--- src/rtl/lstp_pkg.sv ---
package lstp_pkg;

  localparam int SCAN_POINTS      = 1080;
  localparam int CORDIC_STEPS_DEF = 16;
  localparam int MAX_STEPS        = 24;

  localparam int IDX_W      = 11;
  localparam int RANGE_W    = 16;
  localparam int COORD_W    = 17;
  localparam int IN_W       = 32;
  localparam int OUT_W      = 40;
  localparam int CFG_IDX_W  = 4;
  localparam int CFG_DATA_W = 16;

  localparam int XY_W  = 36;
  localparam int Z_W   = 34;
  localparam int ANG_W = 32;

  localparam logic [RANGE_W-1:0] NO_RETURN = 16'hFFFF;
  localparam logic [29:0]        KINV_Q30  = 30'd652032874;
  localparam int                 OUT_MAX   = 65535;

  // quarter degrees in a turn, and the split of a count into groups of 45
  localparam int QDEG_TURN = 1440;
  localparam int GRP       = 45;
  localparam logic [10:0] RECIP_GRP = 11'd1457;

  localparam logic [RANGE_W-1:0] GATE_RST  = 16'd5500;
  localparam logic [IDX_W-1:0]   WFIRST_RST = 11'd380;
  localparam logic [IDX_W-1:0]   WLAST_RST  = 11'd699;
  localparam logic [IDX_W-1:0]   ZERO_RST   = 11'd180;

  typedef enum logic [CFG_IDX_W-1:0] {
    REG_GATE_LIMIT   = 4'd0,
    REG_WINDOW_FIRST = 4'd1,
    REG_WINDOW_LAST  = 4'd2,
    REG_ANGLE_ZERO   = 4'd3
  } cfg_reg_e;

  typedef struct packed {
    logic [RANGE_W-1:0] gate_limit;
    logic [IDX_W-1:0]   window_first;
    logic [IDX_W-1:0]   window_last;
    logic [IDX_W-1:0]   angle_zero;
  } cfg_t;

  typedef struct packed {
    logic                   keep;
    logic                   last;
    logic                   flip;
    logic signed [XY_W-1:0] cx;
    logic signed [XY_W-1:0] cy;
    logic signed [Z_W-1:0]  z;
  } cordic_t;

  typedef logic [ANG_W-1:0] atan_tab_t [MAX_STEPS];

  // atan(2^-i) as a binary angle, one turn = 2^32
  localparam atan_tab_t ATAN_TAB = '{
    32'h20000000, 32'h12E4051E, 32'h09FB385B, 32'h051111D4, 32'h028B0D43, 32'h0145D7E1,
    32'h00A2F61E, 32'h00517C55, 32'h0028BE53, 32'h00145F2F, 32'h000A2F98, 32'h000517CC,
    32'h00028BE6, 32'h000145F3, 32'h0000A2FA, 32'h0000517D, 32'h000028BE, 32'h0000145F,
    32'h00000A30, 32'h00000518, 32'h0000028C, 32'h00000146, 32'h000000A3, 32'h00000051
  };

  typedef logic [26:0] frac_tab_t [GRP];

  // round(b * 2^27 / 45), the binary angle of b quarter degrees
  function automatic frac_tab_t make_frac_tab();
    frac_tab_t t;
    for (int b = 0; b < GRP; b++) begin
      t[b] = 27'((((longint'(b)) << 28) / GRP + 1) >> 1);
    end
    return t;
  endfunction

  localparam frac_tab_t FRAC_TAB = make_frac_tab();

endpackage

--- src/rtl/lstp_cordic_step.sv ---
module lstp_cordic_step
  import lstp_pkg::*;
#(
  parameter int STEP = 0
) (
  input  logic    clk,
  input  logic    rst,
  input  logic    adv,
  input  logic    in_valid,
  input  cordic_t in,
  output logic    out_valid,
  output cordic_t out
);

  logic signed [XY_W-1:0] dx, dy;
  logic signed [Z_W-1:0]  da;

  assign dx = $signed(in.cy) >>> STEP;
  assign dy = $signed(in.cx) >>> STEP;
  assign da = Z_W'($signed({1'b0, ATAN_TAB[STEP]}));

  always_ff @(posedge clk) begin
    if (rst) begin
      out_valid <= 1'b0;
    end else if (adv) begin
      out_valid <= in_valid;
    end
    if (adv) begin
      out.keep <= in.keep;
      out.last <= in.last;
      out.flip <= in.flip;
      if (!in.z[Z_W-1]) begin
        out.cx <= in.cx - dx;
        out.cy <= in.cy + dy;
        out.z  <= in.z - da;
      end else begin
        out.cx <= in.cx + dx;
        out.cy <= in.cy - dy;
        out.z  <= in.z + da;
      end
    end
  end

endmodule

--- config.mk ---
export PLATFORM = sky130hd
export DESIGN_NAME = lstp_cordic_step
export DESIGN_NICKNAME = d
export VERILOG_FILES = /design/src/rtl/lstp_pkg.sv /design/src/rtl/lstp_cordic_step.sv
export SDC_FILE = /design/constraint.sdc
export NUM_CORES = 1
export LEC_CHECK = 0
export BUFFER_PORTS_ARGS = -buffer_cell sky130_fd_sc_hd__buf_2
export CAP_MARGIN = 10
export CORE_MARGIN = 3
export CORE_UTILIZATION = 35
export CTS_CLUSTER_DIAMETER = 150
export DETAILED_ROUTE_END_ITERATION = 12
export PLACE_DENSITY = 0.69
export SLEW_MARGIN = 40
export SYNTH_ARGS = -nofsm -noshare
export SYNTH_HDL_FRONTEND = slang
export SYNTH_SLANG_ARGS = --single-unit
--- constraint.sdc ---
create_clock -name clk -period 2.9 [get_ports clk]
set_input_delay 0.725 -clock clk [delete_from_list [all_inputs] [get_ports clk]]
set_output_delay 0.725 -clock clk [all_outputs]
set_load 0.01 [all_outputs]
## Word level (Yosys, flattened, before mapping)

Cells that the tools add are included.

- Bits in registers: 110
- Input port bits: 113

- Add/sub/neg operators: 5
- Muxes and demuxes: 1

Operators by type and width:

| kind | number |
|---|---|
| 106-bit two-way mux | 1 |
| 36-bit subtractor | 2 |
| 36-bit adder | 1 |
| 34-bit by 31-bit adder with 34-bit output, second input constant | 1 |
| 34-bit by 31-bit subtractor with 34-bit output, second input constant | 1 |

## Longest topological paths before layout

- Word-level depth: 2
- Mapped depth: 13
- Mapped depth without buffers: 12

## Worst setup path after synthesis

No wires, ideal clock.

- Kind: input to register
- Start: input port in[37] (netlist bit)
- End: register out[90] (netlist bit), data pin
- Library setup time: 0.259 ns
- Arrival time: 2.808 ns
- Required time: 2.641 ns
- Setup slack: -0.167 ns
- Cell stages on the path: 12
- Path buffers: 1
- Cell sequence: inv_1 ha_1 buf_6 o211ai_2 a21oi_1 o41a_1 a31o_1 a21oi_2 o21bai_1 a2111oi_2 a21oi_1 xnor2_1

- Cells in the longest elaborated chain, start to end: 2

Ends and longest elaborated chain:

| what | RTL line | RTL |
|---|---|---|
| start, declared | lstp_cordic_step.sv:10 | `input cordic_t in,` |
| 36-bit subtractor or 36-bit adder (tied branches) | lstp_cordic_step.sv:33, lstp_cordic_step.sv:37 |  |
| 106-bit two-way mux * | lstp_cordic_step.sv:32 | `if (!in.z[Z_W-1]) begin` |
| end, declared | lstp_cordic_step.sv:12 | `output cordic_t out` |

Mark *: on every way between the ends. The rest lies on a longest branch, timed or not.
A chain may end at the register's enable or synchronous reset.

## Worst setup path in the final report

- Start: input port in[70] (netlist bit)
- End: register out[64] (netlist bit), data pin

- Cells in the longest elaborated chain, start to end: 2

Ends and longest elaborated chain:

| what | RTL line |
|---|---|
| 36-bit adder or 36-bit subtractor (tied branches) | lstp_cordic_step.sv:34, lstp_cordic_step.sv:38 |
| 106-bit two-way mux * | lstp_cordic_step.sv:32 |

Marked as above.

==> results.tsv <==
metric	value	unit
Crit Path Class	in -> reg	
Seq/Total Area, Yosys	0.332	
Final setup viols	0	
unrepaired setup endpoints after global routing	yes	
post-synth cell types	87	
mux contribution to synthesized area	0.00814	
pwr/cell area	412	nW/um2
crit path setup slack, layout	10.0	ps
Worst setup SP type	primary input	
final core utilization	0.554	
RD Place Congestion	0.938	
FMAX	0.346	GHz
DIE AREA	30200	um2
Critical Path Max Stage Delay	400	ps
CP delay by family, top	compound AO/OA/AOI/OAI gates	
GRT overflow	0	
clk slew on worst S/H paths	90	ps
via count	10500	
Starting DRT DRC Count	875	
CTS root buf	clkbuf_16	
Num CTS Buffers	9	
Syn. warnings	0	
initial antenna violation count	0	
most common cell type on the critical path	buf_6	
Post-synth EDFFs	108	
Die Wd	174	um
Synth Area in Compound Gates	0.262	
drt via density	5.22	
post-layout net count	1854	
CTS H-tree depth	3	
post-synthesis adder-cell area fraction	0.145	
DRC violations left	0	
Finished Layout Cells	2006	
# diodes	0	
Final Power	6.24	mW
synth-to-layout area growth	53.9	%
Post-DP HPWL	28.8	mm
DP Worst Slack	-680	ps
final hold vios	0	
Async SR Flop Fraction	0	
largest net degree at the start of global routing	64	
core area	27300	um2
vias in the first global route	10600	
hold slack	492	ps
CP Data Arrival Time	3020	ps
first-pass GRT wire length	55.8	mm
setup TNS	0	ps
Post-Syn Area	9840	um2
Inst Count DP	1969	
ANT nets after route	0	
Post-Synth Simple-Gate Area	0.123	
Die H	174	um
io pins	223	
Post-Route WL	36.0	mm
Tcrit/Tclk final	0.997	
TritonCTS clock tree	yes	
clk buf depth	2	
layout cell share with drive strength beyond 1	0.463	
Placed Area	13900	um2
first-pass iteration count of the detailed router	5	
initial core utilization	0.360	
Worst setup EP type	register	
Finished Cell Area	15100	um2
gr usage total	0.229	
Wirelength per Cell	18.0	um
hold_buf cts	0	
Clock Sinks	109	
Max Cap Violations	0	
max-slew violations	0	
post-synth net total	1331	
CP Max Fanout	3	
Synth Instances	1106	
main combinational cell family by area after synthesis	compound AO/OA/AOI/OAI gates	
leak pwr	6.84	nW
CP Cell Sequence	buf_6, buf_6, ha_4, fa_2, a21oi_4, o221ai_4, buf_4, o2111ai_4, a31oi_4, a41oi_4, nor2_1, a31oi_1, xnor2_1	
Most used DFF post-synth	edfxtp_1	
minimum clock period	2890	ps
worst path bufs/invs	3	
HP Class	reg -> reg	
row count	60	
Slew HR	0.512	
Worst VDD drop	0.269	mV
CP max stage cell	fa_2	
post-synthesis register bit count	109	
status	finished clean	
clk_skew	0	ps
PortBufs	222	
Post-Synth XOR/XNOR Area	0.0632	
clk_lat worst skew	360	ps
Least-Margin Pin Slew	733	ps
Worst Path Required	3030	ps
syn_area_per_cell	8.90	um2
worst register-to-register path, cell delays in order, from the launching register on:
cell and delay, ps:
dfxtp_1 310, mux2i_1 120, nor2_1 50
path summary, 6_finish.rpt:
path | cells past startpoint | endpoint | startpoint | slack, ps
worst min register to register | 2 | out_valid$_SDFFE_PP0P_ | out_valid$_SDFFE_PP0P_ | 490
worst max-delay path | 13 | out[64]$_DFFE_PP_ | in[70] | 10
worst min-delay path | 2 | out_valid$_SDFFE_PP0P_ | out_valid$_SDFFE_PP0P_ | 490
worst max register to register | 2 | out_valid$_SDFFE_PP0P_ | out_valid$_SDFFE_PP0P_ | 2320
routing by layer:
layer	global-route usage	vias to the layer above	share of wire
li1	-	5044	-
met1	0.309	4940	0.45
met2	0.378	426	0.46
met3	0.0337	62	0.064
met4	0.0771	0	0.025
met5	0	-	0
cell type report:
| cell class | instances | area (um2) |
|---|---|---|
| clock buffers | 10 | 229 |
| inverters | 109 | 427 |
| multi-input cells | 836 | 6920 |
| clock inverters | 6 | 53.8 |
| repair buffers | 564 | 3790 |
| fillers | 2523 | 12200 |
| well taps | 372 | 465 |
| flip-flops and latches | 109 | 3260 |
report_power, final:
group          internal [mW]  leakage (nW)  total, mW  switching (mW)
Sequential              2.03          1.07       2.10          0.0705
Clock                  0.605         0.136       1.30           0.691
Combinational           1.33          5.64       2.85            1.52
cells by family after synthesis:
| kind of cell | count (synthesis) |
|---|---|
| flops | 109 |
| xor+xnor | 71 |
| compound gates | 392 |
| fa+ha+maj | 112 |
| buf+inv | 161 |
| mux | 8 |
| simple gates | 253 |
synthesized netlist by cell type, types with 4 or more instances:
cell / number / area share
nand3_1: 16 / 0.0081
ha_1: 108 / 0.14
a31oi_1: 8 / 0.0051
clkinv_1: 5 / 0.0019
nand4_1: 13 / 0.0083
a211o_1: 4 / 0.0036
or3_1: 7 / 0.0044
o21ai_0: 70 / 0.036
o21a_1: 8 / 0.0061
o211ai_1: 15 / 0.011
o221ai_1: 4 / 0.0036
buf_4: 5 / 0.0038
buf_2: 11 / 0.0056
clkbuf_1: 28 / 0.011
buf_1: 4 / 0.0015
o311ai_0: 4 / 0.0036
nand2b_1: 8 / 0.0051
inv_1: 101 / 0.039
nor2_1: 97 / 0.037
xnor2_1: 67 / 0.060
nand2_1: 45 / 0.017
o31ai_1: 6 / 0.0046
a31o_2: 5 / 0.0044
mux2i_1: 8 / 0.0081
nor4_1: 11 / 0.0070
edfxtp_1: 108 / 0.33
nor3_1: 21 / 0.011
o21ai_1: 7 / 0.0036
o21bai_1: 21 / 0.016
xor2_1: 4 / 0.0036
o21ba_2: 4 / 0.0041
nor2b_1: 11 / 0.0070
nor3b_1: 4 / 0.0031
a21o_1: 31 / 0.024
and3_1: 6 / 0.0038
a211oi_1: 16 / 0.012
fa_1: 4 / 0.0081
a21oi_1: 142 / 0.072
flip-flops by register name (all words and copies together), names as in the netlist:
signal     cells
out_valid      1
out          108
timing repair:
item                       4_1_cts  5_1_grt
resized for setup               52      128
setup endpoints to repair       29       43
setup buffers                    7       15
pin swaps                       29       61
cloned                           0        0
cell usage in the layout (no fill, tap or decap), types with 10 or more instances in the layout:
cell      count
nand3_1      16
buf_4       329
ha_4         21
buf_2       217
a21o_1       31
nand2_1      43
ha_1         83
nor3_1       17
inv_1        93
buf_6        12
a21oi_1     121
o21bai_1     19
nand4_1      13
a21oi_2      18
a211oi_2     10
edfxtp_1    108
xnor2_1      65
o21ai_1      14
o21ai_0      51
o211ai_1     15
nor2_1       86
(Power assumes the default switching activity.)
