`src/rtl/lstp_pkg.sv`:
```
package lstp_pkg;

  localparam int SCAN_POINTS      = 1080;
  localparam int CORDIC_STEPS_DEF = 16;
  localparam int MAX_STEPS        = 24;

  localparam int IDX_W      = 11;
  localparam int RANGE_W    = 16;
  localparam int COORD_W    = 17;
  localparam int IN_W       = 32;
  localparam int OUT_W      = 40;
  localparam int CFG_IDX_W  = 4;
  localparam int CFG_DATA_W = 16;

  localparam int XY_W  = 36;
  localparam int Z_W   = 34;
  localparam int ANG_W = 32;

  localparam logic [RANGE_W-1:0] NO_RETURN = 16'hFFFF;
  localparam logic [29:0]        KINV_Q30  = 30'd652032874;
  localparam int                 OUT_MAX   = 65535;

  // quarter degrees in a turn, and the split of a count into groups of 45
  localparam int QDEG_TURN = 1440;
  localparam int GRP       = 45;
  localparam logic [10:0] RECIP_GRP = 11'd1457;

  localparam logic [RANGE_W-1:0] GATE_RST  = 16'd5500;
  localparam logic [IDX_W-1:0]   WFIRST_RST = 11'd380;
  localparam logic [IDX_W-1:0]   WLAST_RST  = 11'd699;
  localparam logic [IDX_W-1:0]   ZERO_RST   = 11'd180;

  typedef enum logic [CFG_IDX_W-1:0] {
    REG_GATE_LIMIT   = 4'd0,
    REG_WINDOW_FIRST = 4'd1,
    REG_WINDOW_LAST  = 4'd2,
    REG_ANGLE_ZERO   = 4'd3
  } cfg_reg_e;

  typedef struct packed {
    logic [RANGE_W-1:0] gate_limit;
    logic [IDX_W-1:0]   window_first;
    logic [IDX_W-1:0]   window_last;
    logic [IDX_W-1:0]   angle_zero;
  } cfg_t;

  typedef struct packed {
    logic                   keep;
    logic                   last;
    logic                   flip;
    logic signed [XY_W-1:0] cx;
    logic signed [XY_W-1:0] cy;
    logic signed [Z_W-1:0]  z;
  } cordic_t;

  typedef logic [ANG_W-1:0] atan_tab_t [MAX_STEPS];

  // atan(2^-i) as a binary angle, one turn = 2^32
  localparam atan_tab_t ATAN_TAB = '{
    32'h20000000, 32'h12E4051E, 32'h09FB385B, 32'h051111D4, 32'h028B0D43, 32'h0145D7E1,
    32'h00A2F61E, 32'h00517C55, 32'h0028BE53, 32'h00145F2F, 32'h000A2F98, 32'h000517CC,
    32'h00028BE6, 32'h000145F3, 32'h0000A2FA, 32'h0000517D, 32'h000028BE, 32'h0000145F,
    32'h00000A30, 32'h00000518, 32'h0000028C, 32'h00000146, 32'h000000A3, 32'h00000051
  };

  typedef logic [26:0] frac_tab_t [GRP];

  // round(b * 2^27 / 45), the binary angle of b quarter degrees
  function automatic frac_tab_t make_frac_tab();
    frac_tab_t t;
    for (int b = 0; b < GRP; b++) begin
      t[b] = 27'((((longint'(b)) << 28) / GRP + 1) >> 1);
    end
    return t;
  endfunction

  localparam frac_tab_t FRAC_TAB = make_frac_tab();

endpackage

```
`src/rtl/lstp_front.sv`:
```
module lstp_front
  import lstp_pkg::*;
(
  input  logic               clk,
  input  logic               rst,
  input  logic               adv,
  input  cfg_t               cfg,
  input  logic               in_valid,
  input  logic [IDX_W-1:0]   sample_index,
  input  logic [RANGE_W-1:0] range_mm,
  input  logic               scan_end,
  output logic               out_valid,
  output cordic_t            out
);

  // stage 1: gating, angle wrap, start vector
  logic        v1, keep1, last1;
  logic [10:0] q1;
  logic [31:0] cx1;
  // stage 2: group count
  logic        v2, keep2, last2;
  logic [10:0] q2;
  logic [4:0]  a2;
  logic [31:0] cx2;
  // stage 3: remainder
  logic        v3, keep3, last3;
  logic [4:0]  a3;
  logic [5:0]  b3;
  logic [31:0] cx3;

  logic        keep_c;
  logic [12:0] d0, d1, d2;
  logic [45:0] prod;
  logic [21:0] a_prod;
  logic [10:0] grp_mul;
  logic [ANG_W-1:0] ang, ang_f, ang_chk;

  always_comb begin
    keep_c = (sample_index >= cfg.window_first) && (sample_index <= cfg.window_last) &&
             ({2'b00, sample_index} < 13'(SCAN_POINTS)) &&
             (range_mm != NO_RETURN) && (range_mm < cfg.gate_limit);
    d0 = 13'(sample_index) + 13'(2 * QDEG_TURN) - 13'(cfg.angle_zero);
    d1 = (d0 >= 13'(2 * QDEG_TURN)) ? d0 - 13'(2 * QDEG_TURN) : d0;
    d2 = (d1 >= 13'(QDEG_TURN)) ? d1 - 13'(QDEG_TURN) : d1;
    prod = 46'(range_mm) * 46'(KINV_Q30);
  end

  always_ff @(posedge clk) begin
    if (rst) begin
      v1 <= 1'b0;
    end else if (adv) begin
      v1 <= in_valid;
    end
    if (adv) begin
      keep1 <= keep_c;
      last1 <= scan_end;
      q1    <= d2[10:0];
      cx1   <= prod[45:14];
    end
  end

  // q / 45 by reciprocal, exact for q below one turn
  assign a_prod = 22'(q1) * 22'(RECIP_GRP);

  always_ff @(posedge clk) begin
    if (rst) begin
      v2 <= 1'b0;
    end else if (adv) begin
      v2 <= v1;
    end
    if (adv) begin
      keep2 <= keep1;
      last2 <= last1;
      q2    <= q1;
      a2    <= a_prod[20:16];
      cx2   <= cx1;
    end
  end

  assign grp_mul = 11'(a2) * 11'(GRP);

  always_ff @(posedge clk) begin
    if (rst) begin
      v3 <= 1'b0;
    end else if (adv) begin
      v3 <= v2;
    end
    if (adv) begin
      keep3 <= keep2;
      last3 <= last2;
      a3    <= a2;
      b3    <= 6'(q2 - grp_mul);
      cx3   <= cx2;
    end
  end

  // binary angle, folded into [-90, 90) degrees
  always_comb begin
    ang     = {a3, FRAC_TAB[b3]};
    ang_chk = ang + 32'h4000_0000;
    ang_f   = ang_chk[31] ? ang + 32'h8000_0000 : ang;
  end

  always_ff @(posedge clk) begin
    if (rst) begin
      out_valid <= 1'b0;
    end else if (adv) begin
      out_valid <= v3;
    end
    if (adv) begin
      out.keep <= keep3;
      out.last <= last3;
      out.flip <= ang_chk[31];
      out.cx   <= $signed({4'b0000, cx3});
      out.cy   <= '0;
      out.z    <= Z_W'($signed(ang_f));
    end
  end

endmodule

```
`config.mk`:
```
export PLATFORM = sky130hd
export DESIGN_NAME = lstp_front
export DESIGN_NICKNAME = d
export VERILOG_FILES = /design/src/rtl/lstp_pkg.sv /design/src/rtl/lstp_front.sv
export SDC_FILE = /design/constraint.sdc
export NUM_CORES = 1
export LEC_CHECK = 0
export ABC_AREA = 1
export ABC_CLOCK_PERIOD_IN_PS = 4750
export BUFFER_PORTS_ARGS = -buffer_cell sky130_fd_sc_hd__clkbuf_2
export CAP_MARGIN = 5
export CORE_MARGIN = 2
export CORE_UTILIZATION = 41
export CTS_CLUSTER_DIAMETER = 80
export CTS_CLUSTER_SIZE = 10
export DETAILED_ROUTE_END_ITERATION = 6
export GPL_ROUTABILITY_DRIVEN = 0
export GPL_TIMING_DRIVEN = 1
export HOLD_SLACK_MARGIN = 0.08
export SETUP_SLACK_MARGIN = 0.2
export SYNTH_ARGS = -nofsm -noshare
export SYNTH_HDL_FRONTEND = slang
export SYNTH_SLANG_ARGS = --single-unit
```
`constraint.sdc`:
```
create_clock -name clk -period 4.75 [get_ports clk]
set_input_delay 0.2375 -clock clk [delete_from_list [all_inputs] [get_ports clk]]
set_output_delay 0.2375 -clock clk [all_outputs]
set_load 0.02 [all_outputs]
```
### Word-level counts from Yosys, hierarchy flattened

Memories as Yosys holds them, arrays and structs flattened.
Cells that the tools add are included.

| storage, ports and cells | value |
|---|---|
| input bits | 81 |
| memories | 1 |
| bits in read-only memories | 1728 |
| register bits | 206 |

| cells by class | value |
|---|---|
| $lt $le $gt $ge | 7 |
| bitwise logic cells | 1 |
| mux-type cells | 5 |
| multiply operators | 3 |
| reduce and logical (&&, ||, !) cells | 4 |
| equality and inequality tests | 1 |
| add/sub/neg operators | 7 |

Memories:

| name | words | width | rd ports | clocked after memory_dff | write ports | line | source |
|---|---|---|---|---|---|---|---|
| (no name shown) | 64 | 27 | 1 | 0 | 0 | lstp_front.sv:99 | `ang = {a3, FRAC_TAB[b3]};` |

Operators by type and width:

| cell | number |
|---|---|
| 27-bit 2-to-1 mux | 2 |
| 16-bit by 29-bit multiplier with 45-bit output, second input constant | 1 |
| 32-bit by 31-bit adder with 32-bit output, second input constant | 1 |
| 32-bit adder, second input constant | 1 |
| 32-bit 2-to-1 mux | 1 |
| 11-bit by 11-bit multiplier with 21-bit output, second input constant | 1 |
| 16-bit < comparator | 1 |
| 16-bit inequality test, second input constant | 1 |
| 11-bit by 12-bit adder with 13-bit output, second input constant | 1 |
| 13-bit by 11-bit >= comparator with 1-bit output, second input constant | 1 |
| 13-bit by 12-bit >= comparator with 1-bit output, second input constant | 1 |
| 13-bit 2-to-1 mux | 1 |
| 13-bit by 11-bit subtractor with 13-bit output | 1 |
| 13-bit by 12-bit subtractor with 13-bit output, second input constant | 1 |
| 11-bit >= comparator | 1 |
| 11-bit <= comparator | 1 |
| 11-bit < comparator, second input constant | 1 |
| 11-bit 2-to-1 mux | 1 |
| 11-bit subtractor, second input constant | 1 |
| 7-bit >= comparator, second input constant | 1 |
| 6-bit NOT with 7-bit output | 1 |
| 5-bit by 6-bit multiplier with 6-bit output, second input constant | 1 |
| 6-bit subtractor | 1 |
| 1-bit logical AND | 4 |

### Depth between registers and ports, before layout

| logic depth | value |
|---|---|
| depth after elaboration | 6 |
| depth in mapped cells | 26 |

### Least setup slack after synthesis

No wires, ideal clock.

| path | value |
|---|---|
| path type | input port to flip-flop |
| from | input range_mm[13] |
| to | register cx1[31] (data pin) |
| stages | 20 |
| path slack | -0.458 ns |
| arrival | 4.933 ns |
| path buffers | 0 |
| required time | 4.474 ns |
| cells stage by stage | ha_1 > inv_1 > fa_1 > fa_1 > inv_1 > fa_1 > fa_1 > inv_1 > fa_1 > inv_1 > ha_1 > nand2_1 > nor2_1 > inv_1 > nor2_1 > inv_1 > nor4_1 > a21oi_1 > o311ai_0 > xor2_1 |

| on the way | value |
|---|---|
| longest elaborated chain between the ends | 1 |

Ends and longest elaborated chain:

| element | line | source |
|---|---|---|
| from (decl) | lstp_front.sv:10 | `input logic [RANGE_W-1:0] range_mm,` |
| 16-bit by 29-bit multiplier with 45-bit output | lstp_front.sv:45 | `prod = 46'(range_mm) * 46'(KINV_Q30);` |
| net prod[45] | lstp_front.sv:33 | `logic [45:0] prod;` |
| to (signal assigned) | lstp_front.sv:58 | `cx1 <= prod[45:14];` |
| to (decl) | lstp_front.sv:19 | `logic [31:0] cx1;` |

The timed path passes the listed nets, and every way through them passes these cells.
A chain may end at the register's enable or synchronous reset.

### Worst setup path in the final report

| path | value |
|---|---|
| from | input range_mm[15] |
| to | register cx1[23] (data pin) |

The elaborated chain is that of the path after synthesis.

==> results.json <==
{
  "cts_buffers": 17,
  "nets": 2996,
  "async_flop_share_pct": 0,
  "fin_crit_ps": 4994,
  "htree_num_levels": 4,
  "maxCapViolCount": 0,
  "grt_pass1_vias": 14860,
  "hp-class": "input pin to flip-flop",
  "use_met3_pct": 1.718,
  "top_usage_layer": "met2",
  "die_h_um": 224.2,
  "timing.slew.headroom_pct": 35.21,
  "yosysSeqAreaShare_pct": 29.41,
  "max_clock_freq_mhz": 200.3,
  "setup_viol": 18,
  "final_common_cell": "inv_1",
  "cp_max_fo": 4,
  "area_growth_pct": 28.83,
  "r2r_end": "a2[4]",
  "vias": 14560,
  "crit_path_end_kind": "flip-flop",
  "reg2reg_slack_ps": 390,
  "portBuffers": 150,
  "fin_crit_sh_pct": 105.1,
  "syn_area_per_cell_sq_um": 10.02,
  "hp-start": "cfg[0]",
  "cts.sinks": 196,
  "rsz0062_at_grt": "yes",
  "grt_overflow_total": 0,
  "die-area_sq_mm": 0.05025,
  "wl_per_cell_um": 15.74,
  "dp_hpwl_um": 40390,
  "drt_pass1_iterations": 5,
  "core-area_sq_mm": 0.04775,
  "cts_tree": "yes",
  "slew_violations": 0,
  "worst_pin_slew_ps": 971.9,
  "fin_util_pct": 53.63,
  "hold_viol": 0,
  "hold_slack_ps": 238.4,
  "io_pins": 191,
  "clockBufferDepth": 2,
  "critical_path_class": "input pin to flip-flop",
  "die_x_um": 224.2,
  "ys_types": 55,
  "wirelength_um": 47790,
  "grtUsageTotal_pct": 19.18,
  "clk_root_buffer_cell": "clkbuf_16",
  "diodes": 0,
  "antenna_left": 0,
  "drive_above_1_share_pct": 31.27,
  "clkLatencyLatePin_ps": 430,
  "grt_max_degree": 125,
  "fillers": 4134,
  "initial_core_util_pct": 41.63,
  "ys_ff_latch": 196,
  "antenna_found_initial": 0,
  "run_status": "finished, violations left",
  "reg2reg_depth": 16,
  "holdPathEnd": "q1[0]",
  "viasPerCell": 4.797,
  "synth_ff_type": "edfxtp_1",
  "clk_pin_slew_ps": 70,
  "yosys_warnings": 0,
  "drt-initial-drc-count": 998,
  "holdPathStages": 3,
  "syn_area_sq_mm": 0.01988,
  "regArea_sq_mm": 0.005846,
  "drc": 0,
  "synth_edf_count": 192,
  "crit_arrival_ps": 5170,
  "violations": "negative setup slack",
  "critPathRequiredTime_ps": 4930,
  "use_met2_pct": 32.11,
  "met1_usage_pct": 26.50,
  "multi_input_area_sq_mm": 0.01341,
  "grt_pass1_wl_um": 75980,
  "num_rows": 80,
  "finClkSkew_ps": 5.056,
  "cp-start-kind": "input pin",
  "synth_cells": 1984,
  "fin_ws_ps": -243.5,
  "layout_common_cells": "429 x inv_1, 256 x ha_1, 245 x buf_4",
  "r2r-start": "q1[0]"
}
cells by family (layout without fill, tap and decap cells):
family                     Yosys count  in the layout  synth area share [%]
buffers and inverters              552            950                 11.41
adders and majority gates          507            507                 39.62
and+or+nand+nor                    408            408                 9.034
AOI/OAI and AO/OA                  250            250                 7.422
DFF                                196            196                 29.41
xor gates and xnor gates            70             70                 3.085
other                                1             40               0.01887
layer usage:
layer	wire [um]	up-vias
met3	1959	68
li1	-	7178
met5	0	-
met4	1309	0
met2	22520	380
met1	22000	6938
stage by stage:
| stage | area (sq um) | setup slack (ps) | cells | setup TNS, ps |
|---|---|---|---|---|
| after CTS | 24770 | -165.0 | 3023 | -1532 |
| final | 25600 | -243.5 | 3036 | -2181 |
| after global routing | 25600 | -356.1 | 3036 | -4322 |
| after floorplan | 20450 | -240.2 | 2023 | -1438 |
| after global placement | 23370 | -812.4 | 2968 | -17540 |
| after detailed placement | 23370 | -879.1 | 2968 | -19070 |
critical path, cell delays in order:
cell	delay [ps]
buf_2	150
fa_2	590
xor2_2	200
ha_2	300
inv_2	50
fa_1	410
inv_2	70
fa_1	430
fa_1	500
inv_1	70
fa_2	540
inv_2	40
ha_4	310
nand2_4	60
nor2_2	100
inv_1	90
nor2_4	100
inv_2	50
nor4_4	310
a21oi_4	110
buf_6	130
o21a_1	180
xnor2_1	140
Yosys cell counts (3+ instances only):
master    count  area share (%)
a21boi_0      3            0.11
a21o_1       10            0.38
nand2_2      13            0.41
o21ai_1       5            0.13
xnor2_1      26             1.1
o311ai_0      3            0.13
edfxtp_1    192              29
nand2_1     223             4.2
o211ai_1      8            0.30
dfxtp_1       4            0.40
a31o_2        3            0.13
xor2_1       44             1.9
nand4_1      14            0.44
o21a_1        7            0.26
a21oi_1     107             2.7
o221ai_1      6            0.26
a31oi_1      12            0.38
nor2_2        3           0.094
inv_1       486             9.2
fa_1        204              21
clkbuf_1     11            0.21
o21ai_0      60             1.5
nor4_1       11            0.35
nor3_1        6            0.15
or2_2         6            0.19
nor2_1       81             1.5
nand3b_1      4            0.15
inv_2         3           0.057
nand3_1      37            0.93
ha_1        303              19
a21oi_2       3            0.13
o31ai_1       4            0.15
buf_4        52             2.0
a211oi_1      3            0.11
layout make-up:
cell class                      instances  area share, %
Clock buffer                           18          1.676
Inverter                              489          7.193
Clock inverter                         14         0.7428
Multi-Input combinational cell       1275          52.37
Sequential cell                       196          22.83
Tap cell                              615          3.005
Timing Repair Buffer                  429          12.18
how the worst max path moves through the flow:
stage,start,endpoint,slack (ps),cells past startpoint
3_5_place_dp,range_mm[11],cx1[31],-880,19
5_1_grt,range_mm[4],cx1[23],-360,22
2_1_floorplan,range_mm[15],cx1[28],-240,20
3_3_place_gp,range_mm[11],cx1[31],-810,19
4_1_cts,range_mm[1],cx1[27],-170,21
6_report,range_mm[15],cx1[23],-240,23
sequential cells by signal (all words and copies together) (netlist names):
register,count
a2,5
a3,5
b3,6
cx1,32
cx2,32
cx3,32
keep1,1
keep2,1
keep3,1
last1,1
last2,1
last3,1
out,57
out_valid,1
q1,11
q2,6
v1,1
v2,1
v3,1
repair_timing:
item / in CTS / in global routing
hold buffers: 3 / 0
endpoints found under the setup margin: 31 / 34
pin swaps: 75 / 118
endpoints found under the hold margin: 5 / 0
gates resized for setup: 129 / 187
buffers inserted: 20 / 13
Power is left out: the tool's default activity adds up to more than one toggle a clock period on the data nets, which glitch-free logic cannot reach.
