**src/rtl/lstp_pkg.sv**
```systemverilog
package lstp_pkg;

  localparam int SCAN_POINTS      = 1080;
  localparam int CORDIC_STEPS_DEF = 16;
  localparam int MAX_STEPS        = 24;

  localparam int IDX_W      = 11;
  localparam int RANGE_W    = 16;
  localparam int COORD_W    = 17;
  localparam int IN_W       = 32;
  localparam int OUT_W      = 40;
  localparam int CFG_IDX_W  = 4;
  localparam int CFG_DATA_W = 16;

  localparam int XY_W  = 36;
  localparam int Z_W   = 34;
  localparam int ANG_W = 32;

  localparam logic [RANGE_W-1:0] NO_RETURN = 16'hFFFF;
  localparam logic [29:0]        KINV_Q30  = 30'd652032874;
  localparam int                 OUT_MAX   = 65535;

  // quarter degrees in a turn, and the split of a count into groups of 45
  localparam int QDEG_TURN = 1440;
  localparam int GRP       = 45;
  localparam logic [10:0] RECIP_GRP = 11'd1457;

  localparam logic [RANGE_W-1:0] GATE_RST  = 16'd5500;
  localparam logic [IDX_W-1:0]   WFIRST_RST = 11'd380;
  localparam logic [IDX_W-1:0]   WLAST_RST  = 11'd699;
  localparam logic [IDX_W-1:0]   ZERO_RST   = 11'd180;

  typedef enum logic [CFG_IDX_W-1:0] {
    REG_GATE_LIMIT   = 4'd0,
    REG_WINDOW_FIRST = 4'd1,
    REG_WINDOW_LAST  = 4'd2,
    REG_ANGLE_ZERO   = 4'd3
  } cfg_reg_e;

  typedef struct packed {
    logic [RANGE_W-1:0] gate_limit;
    logic [IDX_W-1:0]   window_first;
    logic [IDX_W-1:0]   window_last;
    logic [IDX_W-1:0]   angle_zero;
  } cfg_t;

  typedef struct packed {
    logic                   keep;
    logic                   last;
    logic                   flip;
    logic signed [XY_W-1:0] cx;
    logic signed [XY_W-1:0] cy;
    logic signed [Z_W-1:0]  z;
  } cordic_t;

  typedef logic [ANG_W-1:0] atan_tab_t [MAX_STEPS];

  // atan(2^-i) as a binary angle, one turn = 2^32
  localparam atan_tab_t ATAN_TAB = '{
    32'h20000000, 32'h12E4051E, 32'h09FB385B, 32'h051111D4, 32'h028B0D43, 32'h0145D7E1,
    32'h00A2F61E, 32'h00517C55, 32'h0028BE53, 32'h00145F2F, 32'h000A2F98, 32'h000517CC,
    32'h00028BE6, 32'h000145F3, 32'h0000A2FA, 32'h0000517D, 32'h000028BE, 32'h0000145F,
    32'h00000A30, 32'h00000518, 32'h0000028C, 32'h00000146, 32'h000000A3, 32'h00000051
  };

  typedef logic [26:0] frac_tab_t [GRP];

  // round(b * 2^27 / 45), the binary angle of b quarter degrees
  function automatic frac_tab_t make_frac_tab();
    frac_tab_t t;
    for (int b = 0; b < GRP; b++) begin
      t[b] = 27'((((longint'(b)) << 28) / GRP + 1) >> 1);
    end
    return t;
  endfunction

  localparam frac_tab_t FRAC_TAB = make_frac_tab();

endpackage

```
**src/rtl/lstp_back.sv**
```systemverilog
module lstp_back
  import lstp_pkg::*;
(
  input  logic                      clk,
  input  logic                      rst,
  input  logic                      adv,
  input  logic                      in_valid,
  input  cordic_t                   in,
  output logic                      out_valid,
  output logic                      point_valid,
  output logic signed [COORD_W-1:0] x_mm,
  output logic signed [COORD_W-1:0] y_mm,
  output logic                      scan_end_out
);

  logic                   v1, keep1, last1;
  logic signed [XY_W-1:0] xpre, ypre;

  function automatic logic signed [COORD_W-1:0] round_sat(input logic signed [XY_W-1:0] v);
    logic signed [XY_W-1:0] r;
    r = (v + XY_W'(32768)) >>> 16;
    if (r > XY_W'(OUT_MAX)) begin
      return COORD_W'(OUT_MAX);
    end else if (r < -XY_W'(OUT_MAX)) begin
      return -COORD_W'(OUT_MAX);
    end
    return COORD_W'(r);
  endfunction

  // undo the half-turn fold and map to x forward, y left
  always_ff @(posedge clk) begin
    if (rst) begin
      v1 <= 1'b0;
    end else if (adv) begin
      v1 <= in_valid;
    end
    if (adv) begin
      keep1 <= in.keep;
      last1 <= in.last;
      xpre  <= in.flip ? -in.cy : in.cy;
      ypre  <= in.flip ? in.cx : -in.cx;
    end
  end

  always_ff @(posedge clk) begin
    if (rst) begin
      out_valid <= 1'b0;
    end else if (adv) begin
      out_valid <= v1;
    end
    if (adv) begin
      point_valid  <= keep1;
      scan_end_out <= last1;
      x_mm         <= keep1 ? round_sat(xpre) : '0;
      y_mm         <= keep1 ? round_sat(ypre) : '0;
    end
  end

endmodule

```
**config.mk**
```make
export PLATFORM = sky130hd
export DESIGN_NAME = lstp_back
export DESIGN_NICKNAME = d
export VERILOG_FILES = /design/src/rtl/lstp_pkg.sv /design/src/rtl/lstp_back.sv
export SDC_FILE = /design/constraint.sdc
export NUM_CORES = 1
export LEC_CHECK = 0
export ABC_CLOCK_PERIOD_IN_PS = 3230
export BUFFER_PORTS_ARGS = -buffer_cell sky130_fd_sc_hd__buf_2
export CORE_MARGIN = 10
export CORE_UTILIZATION = 30
export DETAILED_ROUTE_END_ITERATION = 10
export REMOVE_ABC_BUFFERS = 1
export SETUP_SLACK_MARGIN = 0.3
export SLEW_MARGIN = 20
export SYNTH_ARGS = -nofsm -noshare
export SYNTH_HDL_FRONTEND = slang
export SYNTH_SLANG_ARGS = --single-unit
```
**constraint.sdc**
```tcl
create_clock -name clk -period 3.23 [get_ports clk]
set_clock_uncertainty 0.15 [all_clocks]
set_input_delay 0.646 -clock clk [delete_from_list [all_inputs] [get_ports clk]]
set_output_delay 0.646 -clock clk [all_outputs]
set_load 0.01 [all_outputs]
```
# Word-level counts from Yosys, hierarchy flattened
# Cells that the tools add are included.
totals:
  register_bits: 112
  inputBits: 113
  word_cells: 32
classes:
  add_sub_neg: 4
  n_lt_le_gt_ge: 4
  n_mux: 14
ops:
  columns: ["cell", "n"]
  rows:
  - ["2-to-1 mux 17 bit", 6]
  - ["adder 36 x 17 -> 36 bit (second input constant)", 2]
  - ["2-to-1 mux 36 bit", 2]
  - ["negator 36 bit", 2]
  - ["greater-than comparator 20 x 17 -> 1 bit (second input constant)", 2]
  - ["less-than comparator 20 x 17 -> 1 bit (second input constant)", 2]
  - ["2-to-1 mux 1 bit", 6]

# Longest topological paths before layout
# Gate-level depths: netlist of run 1.
logic_depth:
  ltp_word: 6
  depth_mapped: 9
  ltp_nobuf: 7

# Least setup slack after synthesis of run 1
# OpenSTA, ideal clock, no wires.
synth_path:
  kind: "input-to-reg"
  start: "input in[77] (netlist bit)"
  end: "register ypre[30], data pin"
  setup_time_ns: 0.264
  t_arrival_ns: 2.366
  setup_slack_ns: 0.451
  cell_stages: 7
  path_buffers: 1
  cell_sequence: "nor4_1 -> nand4_1 -> or4b_1 -> clkbuf_1 -> nor4_2 -> a31oi_1 -> xor2_1"
synth_via:
  elab_chain_cells: 2
synth_rtl:
  columns: ["element", "line", "rtl"]
  rows:
  - ["start, declared", "lstp_back.sv:8", "input cordic_t in,"]
  - ["negator 36 bit", "lstp_back.sv:41", "ypre <= in.flip ? in.cx : -in.cx;"]
  - ["2-to-1 mux 36 bit", "lstp_back.sv:41", null]
  - ["end signal, assigned", "lstp_back.sv:41", null]
  - ["end, declared", "lstp_back.sv:17", "logic signed [XY_W-1:0] xpre, ypre;"]
# Every way passes these cells.
# A chain may end at the register's enable or synchronous reset.

# Final worst setup path of run 1
layout_path:
  start: "register ypre[23]"
  end: "register y_mm[5], data pin"
layout_via:
  elab_chain_cells: 6
layout_rtl:
  columns: ["element", "line", "rtl"]
  rows:
  - ["adder 36 x 17 -> 36 bit *", "lstp_back.sv:21", "r = (v + XY_W'(32768)) >>> 16;"]
  - ["less-than comparator 20 x 17 -> 1 bit", "lstp_back.sv:24", "end else if (r < -XY_W'(OUT_MAX)) begin"]
  - ["2-to-1 mux 1 bit", "lstp_back.sv:24", null]
  - ["2-to-1 mux 1 bit", "lstp_back.sv:22", "if (r > XY_W'(OUT_MAX)) begin"]
  - ["2-to-1 mux 1 bit", "lstp_back.sv:51", "if (adv) begin"]
  - ["2-to-1 mux 17 bit *", "lstp_back.sv:27", "return COORD_W'(r);"]
  - ["end signal, assigned", "lstp_back.sv:55", "y_mm <= keep1 ? round_sat(ypre) : '0;"]
  - ["end, declared", "lstp_back.sv:12", "output logic signed [COORD_W-1:0] y_mm,"]
# Mark *: on every way between the ends. The rest lies on a longest branch, timed or not. The select of a mux whose other input is x is not followed.

==> results_dict.tcl, run 1 <==
set metrics [dict create \
    grt_pass1_vias 4012 \
    cp_max_fo 15 \
    synthCells 478 \
    slowest_delay_ns 0.48 \
    clk_latency_ns 0.34 \
    cp-start-kind "flip-flop" \
    ys_warn_count 0 \
    cts_tree "done" \
    dp_hpwl_um 10240 \
    required_ns 3.25 \
    cts_made_buffers 9 \
    path_cells "and4_2 > nand4_4 > or3_1 > a221oi_2 > o21ai_4 > buf_4 > o31ai_2" \
    max_freq_ghz 0.3619 \
    final_max_slew_viol_count 0 \
    ys_ff_latch 82 \
    area_growth_pct 22.91 \
    wl_per_cell_um 15.44 \
    cp_top_family "simple AND/OR/NAND/NOR gates" \
    finalCoreUtilization 0.3772 \
    postCtsSetupRepairBufs 0 \
    ir_drop_uv 233.5 \
    slew_headroom 0.5641 \
    fin_crit_sh 0.8556 \
    die-width_um 150.5 \
    finalSetupViolCount 0 \
    cts_root_buf "clkbuf_16" \
    synth_top_flop_cell "edfxtp_1" \
    start_util 0.3069 \
    num_io_pins 150 \
    io_buffers 115 \
    antenna_found_initial 0 \
    ant_nets 0 \
    track_usage 0.1098 \
    worst_slew_pin_slew_ns 0.6539 \
    fin_crit_ns 2.764 \
    p_leak_nw 2.273 \
    vias 3966 \
    ys_types 67 \
    min_path_type "reg -> reg" \
    path_class "reg -> reg" \
    grt_overflow_total 0 \
    die_h_um 150.5 \
    cp.arrival_ns 2.78 \
    grt_max_degree 46 \
    n_fill_cell 1667 \
    crit_path_end_kind "flip-flop" \
    finalHoldViolCount 0 \
    vias_per_cell 4.854 \
    final.setup.tns_ns 0 \
    avgSynthCellArea_um2 10.68 \
    cts_hold_buf 0 \
    async_reset_ff_frac 0 \
    nets 707 \
    cts_max_level 3 \
    syn-cell-area_um2 5107 \
    clk_pin_slew_worst_paths_ns 0.06 \
    drv_cap 0 \
    finalWeightedCongestion 0.7982 \
    drt-initial-drc-count 248 \
    die-area_um2 22640 \
    p_per_area_nw_per_um2 477.7 \
    grt_pass1_wl_um 20140 \
    status "completed" \
    synth_edf_count 80 \
    drt_pre_antenna_iters 4 \
    rsz0062_at_grt "no" \
    timing.critical_path.buf_inv 1 \
    n_antenna_cell 0 \
    p_total_mw 2.999 \
    core_area_um2 16640 \
    drt_wl_total_um 12610 \
    num_rows 47 \
    clockBufferDepth 2 \
    drive_gt1_frac 0.2915 \
    drc 0 \
    ys_seq_area_frac 0.4782 \
    clock_sinks 82 \
    crit_path_top_delay_cell "edfxtp_1" \
]
[cell usage in the layout (no fill, tap or decap), types with 3 or more instances in the layout]
cell type	count
inv_1	10
a21oi_1	15
or3_1	8
o31ai_1	12
nor4b_1	4
nand4_1	13
edfxtp_1	80
nand3_1	17
buf_2	114
and3_1	6
o21ai_0	19
nor4_1	10
xor2_1	28
clkbuf_16	9
and4_1	4
xnor2_1	46
nor3_1	15
nand2_1	29
clkbuf_1	3
nor2_1	40
or2_2	4
nand2b_1	6
nor4_4	3
buf_4	13
o31ai_2	10
o21ai_1	8
a31oi_1	5
[metrics by stage]
stage / std cells / cell area, um2 / hold WS, ns / worst slack, ns
floorplan: 452 / 4972 / 0.2503 / 0.4597
global placement: 801 / 5943 / 0.2581 / 0.2642
detailed placement: 801 / 5943 / 0.2654 / 0.1713
CTS: 817 / 6266 / 0.2787 / 0.3798
global route: 817 / 6277 / 0.2916 / 0.3096
finish: 817 / 6277 / 0.2726 / 0.4665
[layer usage]
layer | part of all wire | wire length (um) | vias to the layer above | global-route usage
met5 | 0 | 0 | - | 0
met3 | 0.054 | 685 | 19 | 0.03121
met4 | 0.020 | 251 | 0 | 0.04519
li1 | - | - | 2034 | -
met1 | 0.47 | 5954 | 1807 | 0.1439
met2 | 0.45 | 5720 | 106 | 0.1662
[path summary, 6_finish.rpt]
kind / start / endpoint / slack, ns / cells past startpoint
max reg2reg: ypre[23] / y_mm[5] / 0.47 / 7
min: last1 / scan_end_out / 0.27 / 0
max: ypre[23] / y_mm[5] / 0.47 / 7
min reg2reg: last1 / scan_end_out / 0.27 / 0
[kinds of logic after synthesis]
| kind of cell | Yosys count | synth area share |
|---|---|---|
| AND/OR/NAND/NOR | 181 | 0.2033 |
| AO/OA/AOI/OAI | 100 | 0.1467 |
| multiplexers | 3 | 0.006124 |
| flip-flops | 82 | 0.4782 |
| XOR/XNOR | 74 | 0.1269 |
| buffers and inverters | 36 | 0.03381 |
| adder cells (fa/ha/maj) | 2 | 0.004899 |
[report_power, final]
group | switching (mW) | internal, mW | leakage [nW] | total (mW)
logic | 0.287 | 0.233 | 1.30 | 0.520
clock network | 0.375 | 0.697 | 0.154 | 1.07
registers | 0.0956 | 1.31 | 0.814 | 1.41
[sequential cells by signal, indices dropped and copies added (netlist names)]
| register | count |
|---|---|
| xpre | 21 |
| ypre | 21 |
| x_mm | 17 |
| y_mm | 17 |
| keep1 | 1 |
| last1 | 1 |
| out_valid | 1 |
| point_valid | 1 |
| scan_end_out | 1 |
| v1 | 1 |
[cells in the mapped netlist (all sizes together) (14+ instances only)]
cell | n | share of area
o21ai | 28 | 0.028
nand3 | 17 | 0.017
xor2 | 28 | 0.048
nor4 | 14 | 0.027
a21oi | 15 | 0.015
xnor2 | 46 | 0.079
edfxtp | 80 | 0.47
nor2 | 40 | 0.029
nand2 | 31 | 0.024
o31ai | 23 | 0.046
nor3 | 17 | 0.018
nand4 | 14 | 0.020
clkbuf | 14 | 0.011
[final cells by class]
cell class	count	area [um2]	area share
repair buffers	129	699.4	0.1114
multi-input cells	360	2507	0.3994
well taps	220	275.3	0.04385
inverters	10	37.54	0.005980
flip-flops and latches	82	2442	0.3891
clock buffers	13	250.2	0.03986
clock inverters	3	65.06	0.01036
[timing repair]
item | in CTS | in global routing
resized for setup | 1 | 4
pin swaps | 0 | 1
endpoints found under the setup margin | 1 | 20
gates cloned | 0 | 0
(Power assumes the default switching activity.)
==> inputs of run 2 (changes only) <==
--- a/config.mk
+++ b/config.mk
@@ -7,7 +7,7 @@
 export LEC_CHECK = 0
 export ABC_CLOCK_PERIOD_IN_PS = 3230
 export BUFFER_PORTS_ARGS = -buffer_cell sky130_fd_sc_hd__buf_2
-export CORE_MARGIN = 10
+export CORE_MARGIN = 3
 export CORE_UTILIZATION = 30
 export DETAILED_ROUTE_END_ITERATION = 10
 export REMOVE_ABC_BUFFERS = 1
==> constraint.sdc (replaced) <==
create_clock -name clk -period 3.23 [get_ports clk]
set_clock_uncertainty 0.15 [all_clocks]
set_input_delay 0.646 -clock clk [delete_from_list [all_inputs] [get_ports clk]]
set_output_delay 0.646 -clock clk [all_outputs]
set_load 0.02 [all_outputs]
==> run 2 against run 1 <==
Against the previous run:
- setup slack got worse by 0.043 ns
- sequential share of layout area grew 0.67 points
- register-to-register slack lost 0.04 ns
- critical path depth fell by 1
- sequential power about the same
- worst hold slack better by 0.0025 ns
- wire length fell by 9.6%
- cell count decreased by 0.98%
- combinational power grew 3%
- sequential cell count did not move
- core utilization fell by 0.64 points
- via count shrank 1.1%
==> results_dict.tcl, run 2 (synthesis results as in run 1) <==
set metrics [dict create \
    max_freq_ghz 0.3563 \
    wl_per_cell_um 14.09 \
    finalHoldViolCount 0 \
    track_usage 0.1252 \
    cts_root_buf "clkbuf_16" \
    die_h_um 136.5 \
    grt_max_degree 47 \
    path_cells "nand3_1 > nor4_4 > a2111oi_0 > a211o_1 > or2_2 > o21ai_0" \
    use_met2 0.1783 \
    fin_crit_ns 2.807 \
    power.share.clock 0.305 \
    register_area_um2 2442 \
    rsz0062_at_grt "yes" \
    required_ns 3.25 \
    slew_headroom 0.5703 \
    status "completed" \
    final.setup.tns_ns 0 \
    cts_tree "done" \
    io_buffers 115 \
    vias_per_cell 4.849 \
    final_cell_area_um2 6171 \
    fin_crit_sh 0.8689 \
    num_rows 47 \
    clock_sinks 82 \
    grt_use_met3 0.03701 \
    grtUsageMet1 0.1770 \
    die-width_um 136.5 \
    dp_hpwl_um 9145 \
    clk_latency_ns 0.33 \
    ir_drop_uv 237.5 \
    place_area_um2 5906 \
    p_leak_nw 2.214 \
    place_ws_ns 0.1441 \
    power_frac_comb 0.191 \
    cp_max_fo 13 \
    ant_nets 0 \
    drt_pre_antenna_iters 4 \
    start_util 0.3069 \
    drive_gt1_frac 0.2869 \
    netSwitchingPower_mw 0.7586 \
    core_area_um2 16640 \
    grt_overflow_total 0 \
    area_growth_pct 20.82 \
    cts_made_buffers 9 \
    finalSetupViolCount 0 \
    p_per_area_nw_per_um2 454.4 \
    worst_slew_pin_slew_ns 0.6446 \
    layout_common_cells "buf_2 (114), edfxtp_1 (80), xnor2_1 (46)" \
    final_max_slew_viol_count 0 \
    clk_pin_slew_worst_paths_ns 0.05 \
    cp.arrival_ns 2.82 \
    drv_cap 0 \
    timing.final.ws_setup_ns 0.4234 \
    n_fill_cell 1657 \
    drc 0 \
    num_io_pins 150 \
    crit_path_end_kind "flip-flop" \
    die-area_um2 18630 \
    postCtsSetupRepairBufs 0 \
    cp-start-kind "flip-flop" \
    share_seq_of_total_power 0.504 \
    crit_path_top_delay_cell "edfxtp_1" \
    min_path_type "reg -> reg" \
    path_class "reg -> reg" \
    nets 702 \
    vias 3923 \
    drt_wl_total_um 11400 \
    top_usage_layer "met2" \
    layout_commonest_cell "buf_2" \
    switching_share 0.2705 \
    intPower_mw 2.046 \
    clockBufferDepth 2 \
    drt-initial-drc-count 223 \
    grt_pass1_vias 3760 \
    multi_input_area_um2 2516 \
    finalWeightedCongestion 0.8320 \
    slowest_delay_ns 0.59 \
    reg_top3 "xpre x21, ypre x21" \
    antenna_found_initial 0 \
    grt_pass1_wl_um 18600 \
    cts_max_level 3 \
    n_antenna_cell 0 \
]
## run 2: cell count changes in the layout (fill, tap and decap cells not counted), sizes merged
cell / delta
clkbuf: -1
buf: -5
bufinv: -2
## run 2: what timing repair did
item | 4_1_cts | 5_1_grt
endpoints found under the setup margin | 4 | 29
hold buffers | 0 | 0
gates cloned | 0 | 0
resized for setup | 1 | 5
## run 2: final timing paths
path,from,end,slack [ns],cells after the start
worst max-delay path,xpre[20],x_mm[3],0.42,6
worst min register to register,last1,scan_end_out,0.28,0
worst min-delay path,last1,scan_end_out,0.28,0
worst max register to register,xpre[20],x_mm[3],0.42,6
## run 2: per-stage QoR
stage | util | hold slack (ns) | total power, mW | std cells
after floorplan | - | 0.2503 | 1.744 | 452
after global placement | 0.3549 | 0.2590 | 1.956 | 796
after detailed placement | 0.3549 | 0.2712 | 1.972 | 796
after CTS | 0.3698 | 0.2806 | 2.831 | 809
after global routing | 0.3708 | 0.2800 | 2.955 | 809
final | 0.3708 | 0.2751 | 2.804 | 809
## run 2: final cells by class
type | count | share of cell area
clock buffer | 12 | 0.03832
clock inverter | 1 | 0.0008110
inverter | 10 | 0.006083
multi-input combinational | 360 | 0.4077
sequential | 82 | 0.3958
tap | 220 | 0.04461
timing repair buffer | 124 | 0.1067
## run 2: per-layer routing
metal	share of wire	up-vias
met5	0	-
met4	0.018	0
met2	0.44	93
met3	0.059	13
met1	0.48	1792
li1	-	2025
## run 2: worst max-delay path, delay by kind of cell, from the launching register on
kind / cells / cell delay, ns
AOI/OAI and AO/OA: 3 / 0.69
DFF: 1 / 0.59
and+or+nand+nor: 3 / 1.19
## run 2: power groups by stage
stage	Sequential (mW)	Clock, mW	Combinational, mW
after floorplan	1.47	0	0.271
after global placement	1.43	0	0.527
after detailed placement	1.43	0	0.538
after CTS	1.41	0.877	0.541
after global routing	1.43	0.925	0.600
final	1.41	0.855	0.536
==> inputs of run 3 (changes only) <==
--- a/config.mk
+++ b/config.mk
@@ -7,8 +7,9 @@
 export LEC_CHECK = 0
 export ABC_CLOCK_PERIOD_IN_PS = 3230
 export BUFFER_PORTS_ARGS = -buffer_cell sky130_fd_sc_hd__buf_2
-export CORE_MARGIN = 3
+export CORE_MARGIN = 2
 export CORE_UTILIZATION = 30
+export CTS_BUF_LIST = sky130_fd_sc_hd__clkbuf_8
 export DETAILED_ROUTE_END_ITERATION = 10
 export REMOVE_ABC_BUFFERS = 1
 export SETUP_SLACK_MARGIN = 0.3
==> run 3 against run 2 <==
Against the previous run:
- maximum frequency up 2.2%
- non-clock buffer count unchanged
- worst hold slack better by 0.0059 ns
- first-iteration DRC count up 0.90%
- setup slack better by 0.059 ns
- wire length down 0.21%
- via count up 2.0%
- sequential power about the same
- count of clock-buffer cells in the layout down 3
==> results_dict.tcl, run 3 (synthesis results as in run 1) <==
set metrics [dict create \
    hold_path_end "scan_end_out" \
    cts_root_buf "clkbuf_8" \
    path_class "reg -> reg" \
    p_leak_nw 2.195 \
    drc 0 \
    final_max_slew_viol_count 0 \
    slowest_delay_ns 0.44 \
    cp-start-kind "flip-flop" \
    postCtsSetupRepairBufs 0 \
    finalSetupViolCount 0 \
    cts_max_level 3 \
    switching_share 0.2925 \
    die_h_um 134.5 \
    status "completed" \
    io_buffers 115 \
    intPower_mw 1.797 \
    drv_cap 0 \
    layout_commonest_cell "buf_2" \
    cp_max_fo 15 \
    cts_tree "done" \
    wl_per_cell_um 14.01 \
    final.setup.tns_ns 0 \
    start_util 0.3069 \
    min_path_type "reg -> reg" \
    grt_pass1_vias 3782 \
    finalCoreUtilization 0.3649 \
    r2r-start "xpre[15]" \
    dp_hpwl_um 9094 \
    cts_hold_buf 0 \
    share_seq_of_total_power 0.557 \
    drt_pre_antenna_iters 5 \
    power.share.clock 0.234 \
    fin_crit_ns 2.748 \
    worst_slew_pin_slew_ns 0.6625 \
    finalWeightedCongestion 0.8099 \
    clock_sinks 82 \
    finalHoldViolCount 0 \
    cts_made_buffers 9 \
    timing.critical_path.buf_inv 1 \
    die-area_um2 18080 \
    vias_per_cell 4.926 \
    path_cells "ha_1 > nand4_1 > or2_2 > or4_1 > and2_4 > o31ai_4 > buf_4 > o21ai_0" \
    max_freq_ghz 0.3640 \
    die-width_um 134.5 \
    num_rows 47 \
    min_from "last1" \
    reg_top3 "xpre x21, ypre x21" \
    r2r_slack_ns 0.48 \
    hold_depth 0 \
    crit_path_end_kind "flip-flop" \
    n_fill_cell 1668 \
    cp.arrival_ns 2.68 \
    fin_crit_sh 0.8506 \
    nets 702 \
    clk_latency_ns 0.36 \
    required_ns 3.16 \
    clk_pin_slew_worst_paths_ns 0.08 \
    grt_overflow_total 0 \
    p_per_area_nw_per_um2 418.1 \
    grt_pass1_wl_um 18780 \
    drive_gt1_frac 0.2838 \
    netSwitchingPower_mw 0.7427 \
    ant_nets 0 \
    clockBufferDepth 2 \
    layout_common_cells "buf_2 (114), edfxtp_1 (80), xnor2_1 (46)" \
    power_frac_comb 0.210 \
    vias 4000 \
    crit_path_top_delay_cell "or4_1" \
    antenna_found_initial 0 \
    grt_max_degree 44 \
    n_antenna_cell 0 \
    startpoint "xpre[15]" \
    ir_drop_uv 155.3 \
    cp_top_family "simple AND/OR/NAND/NOR gates" \
    place_area_um2 5906 \
    rr_endpoint "x_mm[2]" \
    area_growth_pct 18.91 \
    slew_headroom 0.5583 \
    final_cell_area_um2 6073 \
    drt-initial-drc-count 225 \
    drt_wl_total_um 11380 \
    track_usage 0.1278 \
    r2r_cells 8 \
    rsz0062_at_grt "no" \
    num_io_pins 150 \
    core_area_um2 16640 \
]
[run 3: cell types whose count changed in the layout (fill, tap and decap cells not counted)]
| cell | before | now |
|---|---|---|
| inv_1 | 10 | 16 |
| clkbuf_1 | 3 | 0 |
| clkbuf_16 | 9 | 0 |
| xor2_1 | 27 | 28 |
| clkbuf_8 | 0 | 9 |
| xor2_2 | 1 | 0 |
[run 3: final cells by class]
type / instances / area (um2) / area share
inverter: 10 / 37.54 / 0.006180
tap: 220 / 275.3 / 0.04532
clock inverter: 7 / 27.53 / 0.004532
timing repair buffer: 124 / 658.1 / 0.1084
multi-input combinational: 360 / 2509 / 0.4131
clock buffer: 9 / 123.9 / 0.02040
sequential: 82 / 2442 / 0.4021
[run 3: through the flow]
stage	hold WS (ns)	worst slack, ns	instances	total power, mW
final	0.2810	0.4825	812	2.540
after global routing	0.2888	0.3011	812	2.684
after CTS	0.2691	0.3558	812	2.572
after detailed placement	0.2642	0.1162	796	1.971
after global placement	0.2563	0.1954	796	1.956
after floorplan	0.2503	0.4597	452	1.744
[run 3: worst register-to-register path, stage by stage (launching register included)]
cell	delay [ns]
edfxtp_1	0.40
ha_1	0.26
nand4_1	0.15
or2_2	0.33
or4_1	0.44
and2_4	0.20
o31ai_4	0.20
buf_4	0.22
o21ai_0	0.13
[run 3: timing repair]
| item | CTS | global route |
|---|---|---|
| pin swaps | 0 | 1 |
| resized for setup | 1 | 4 |
| endpoints found under the setup margin | 11 | 20 |
[run 3: power groups by stage]
stage,Sequential (mW),Combinational (mW),Clock (mW)
finish,1.41,0.532,0.593
global route,1.43,0.590,0.663
CTS,1.41,0.537,0.622
detailed placement,1.44,0.534,0
global placement,1.43,0.522,0
floorplan,1.47,0.271,0
[run 3: routing by layer]
metal,track usage,wire length [um],vias up
li1,-,-,2025
met1,0.1811,5612,1868
met2,0.1888,5045,103
met3,0.02553,632,4
met4,0.05731,85,0
met5,0,0,-
[run 3: how the worst max path moves through the flow]
stage / end / slack [ns] / cells after the start
detailed placement: xpre[35] / 0.12 / 8
finish: x_mm[2] / 0.48 / 8
CTS: y_mm[6] / 0.36 / 7
floorplan: ypre[30] / 0.46 / 6
global route: y_mm[6] / 0.30 / 8
global placement: xpre[35] / 0.20 / 8
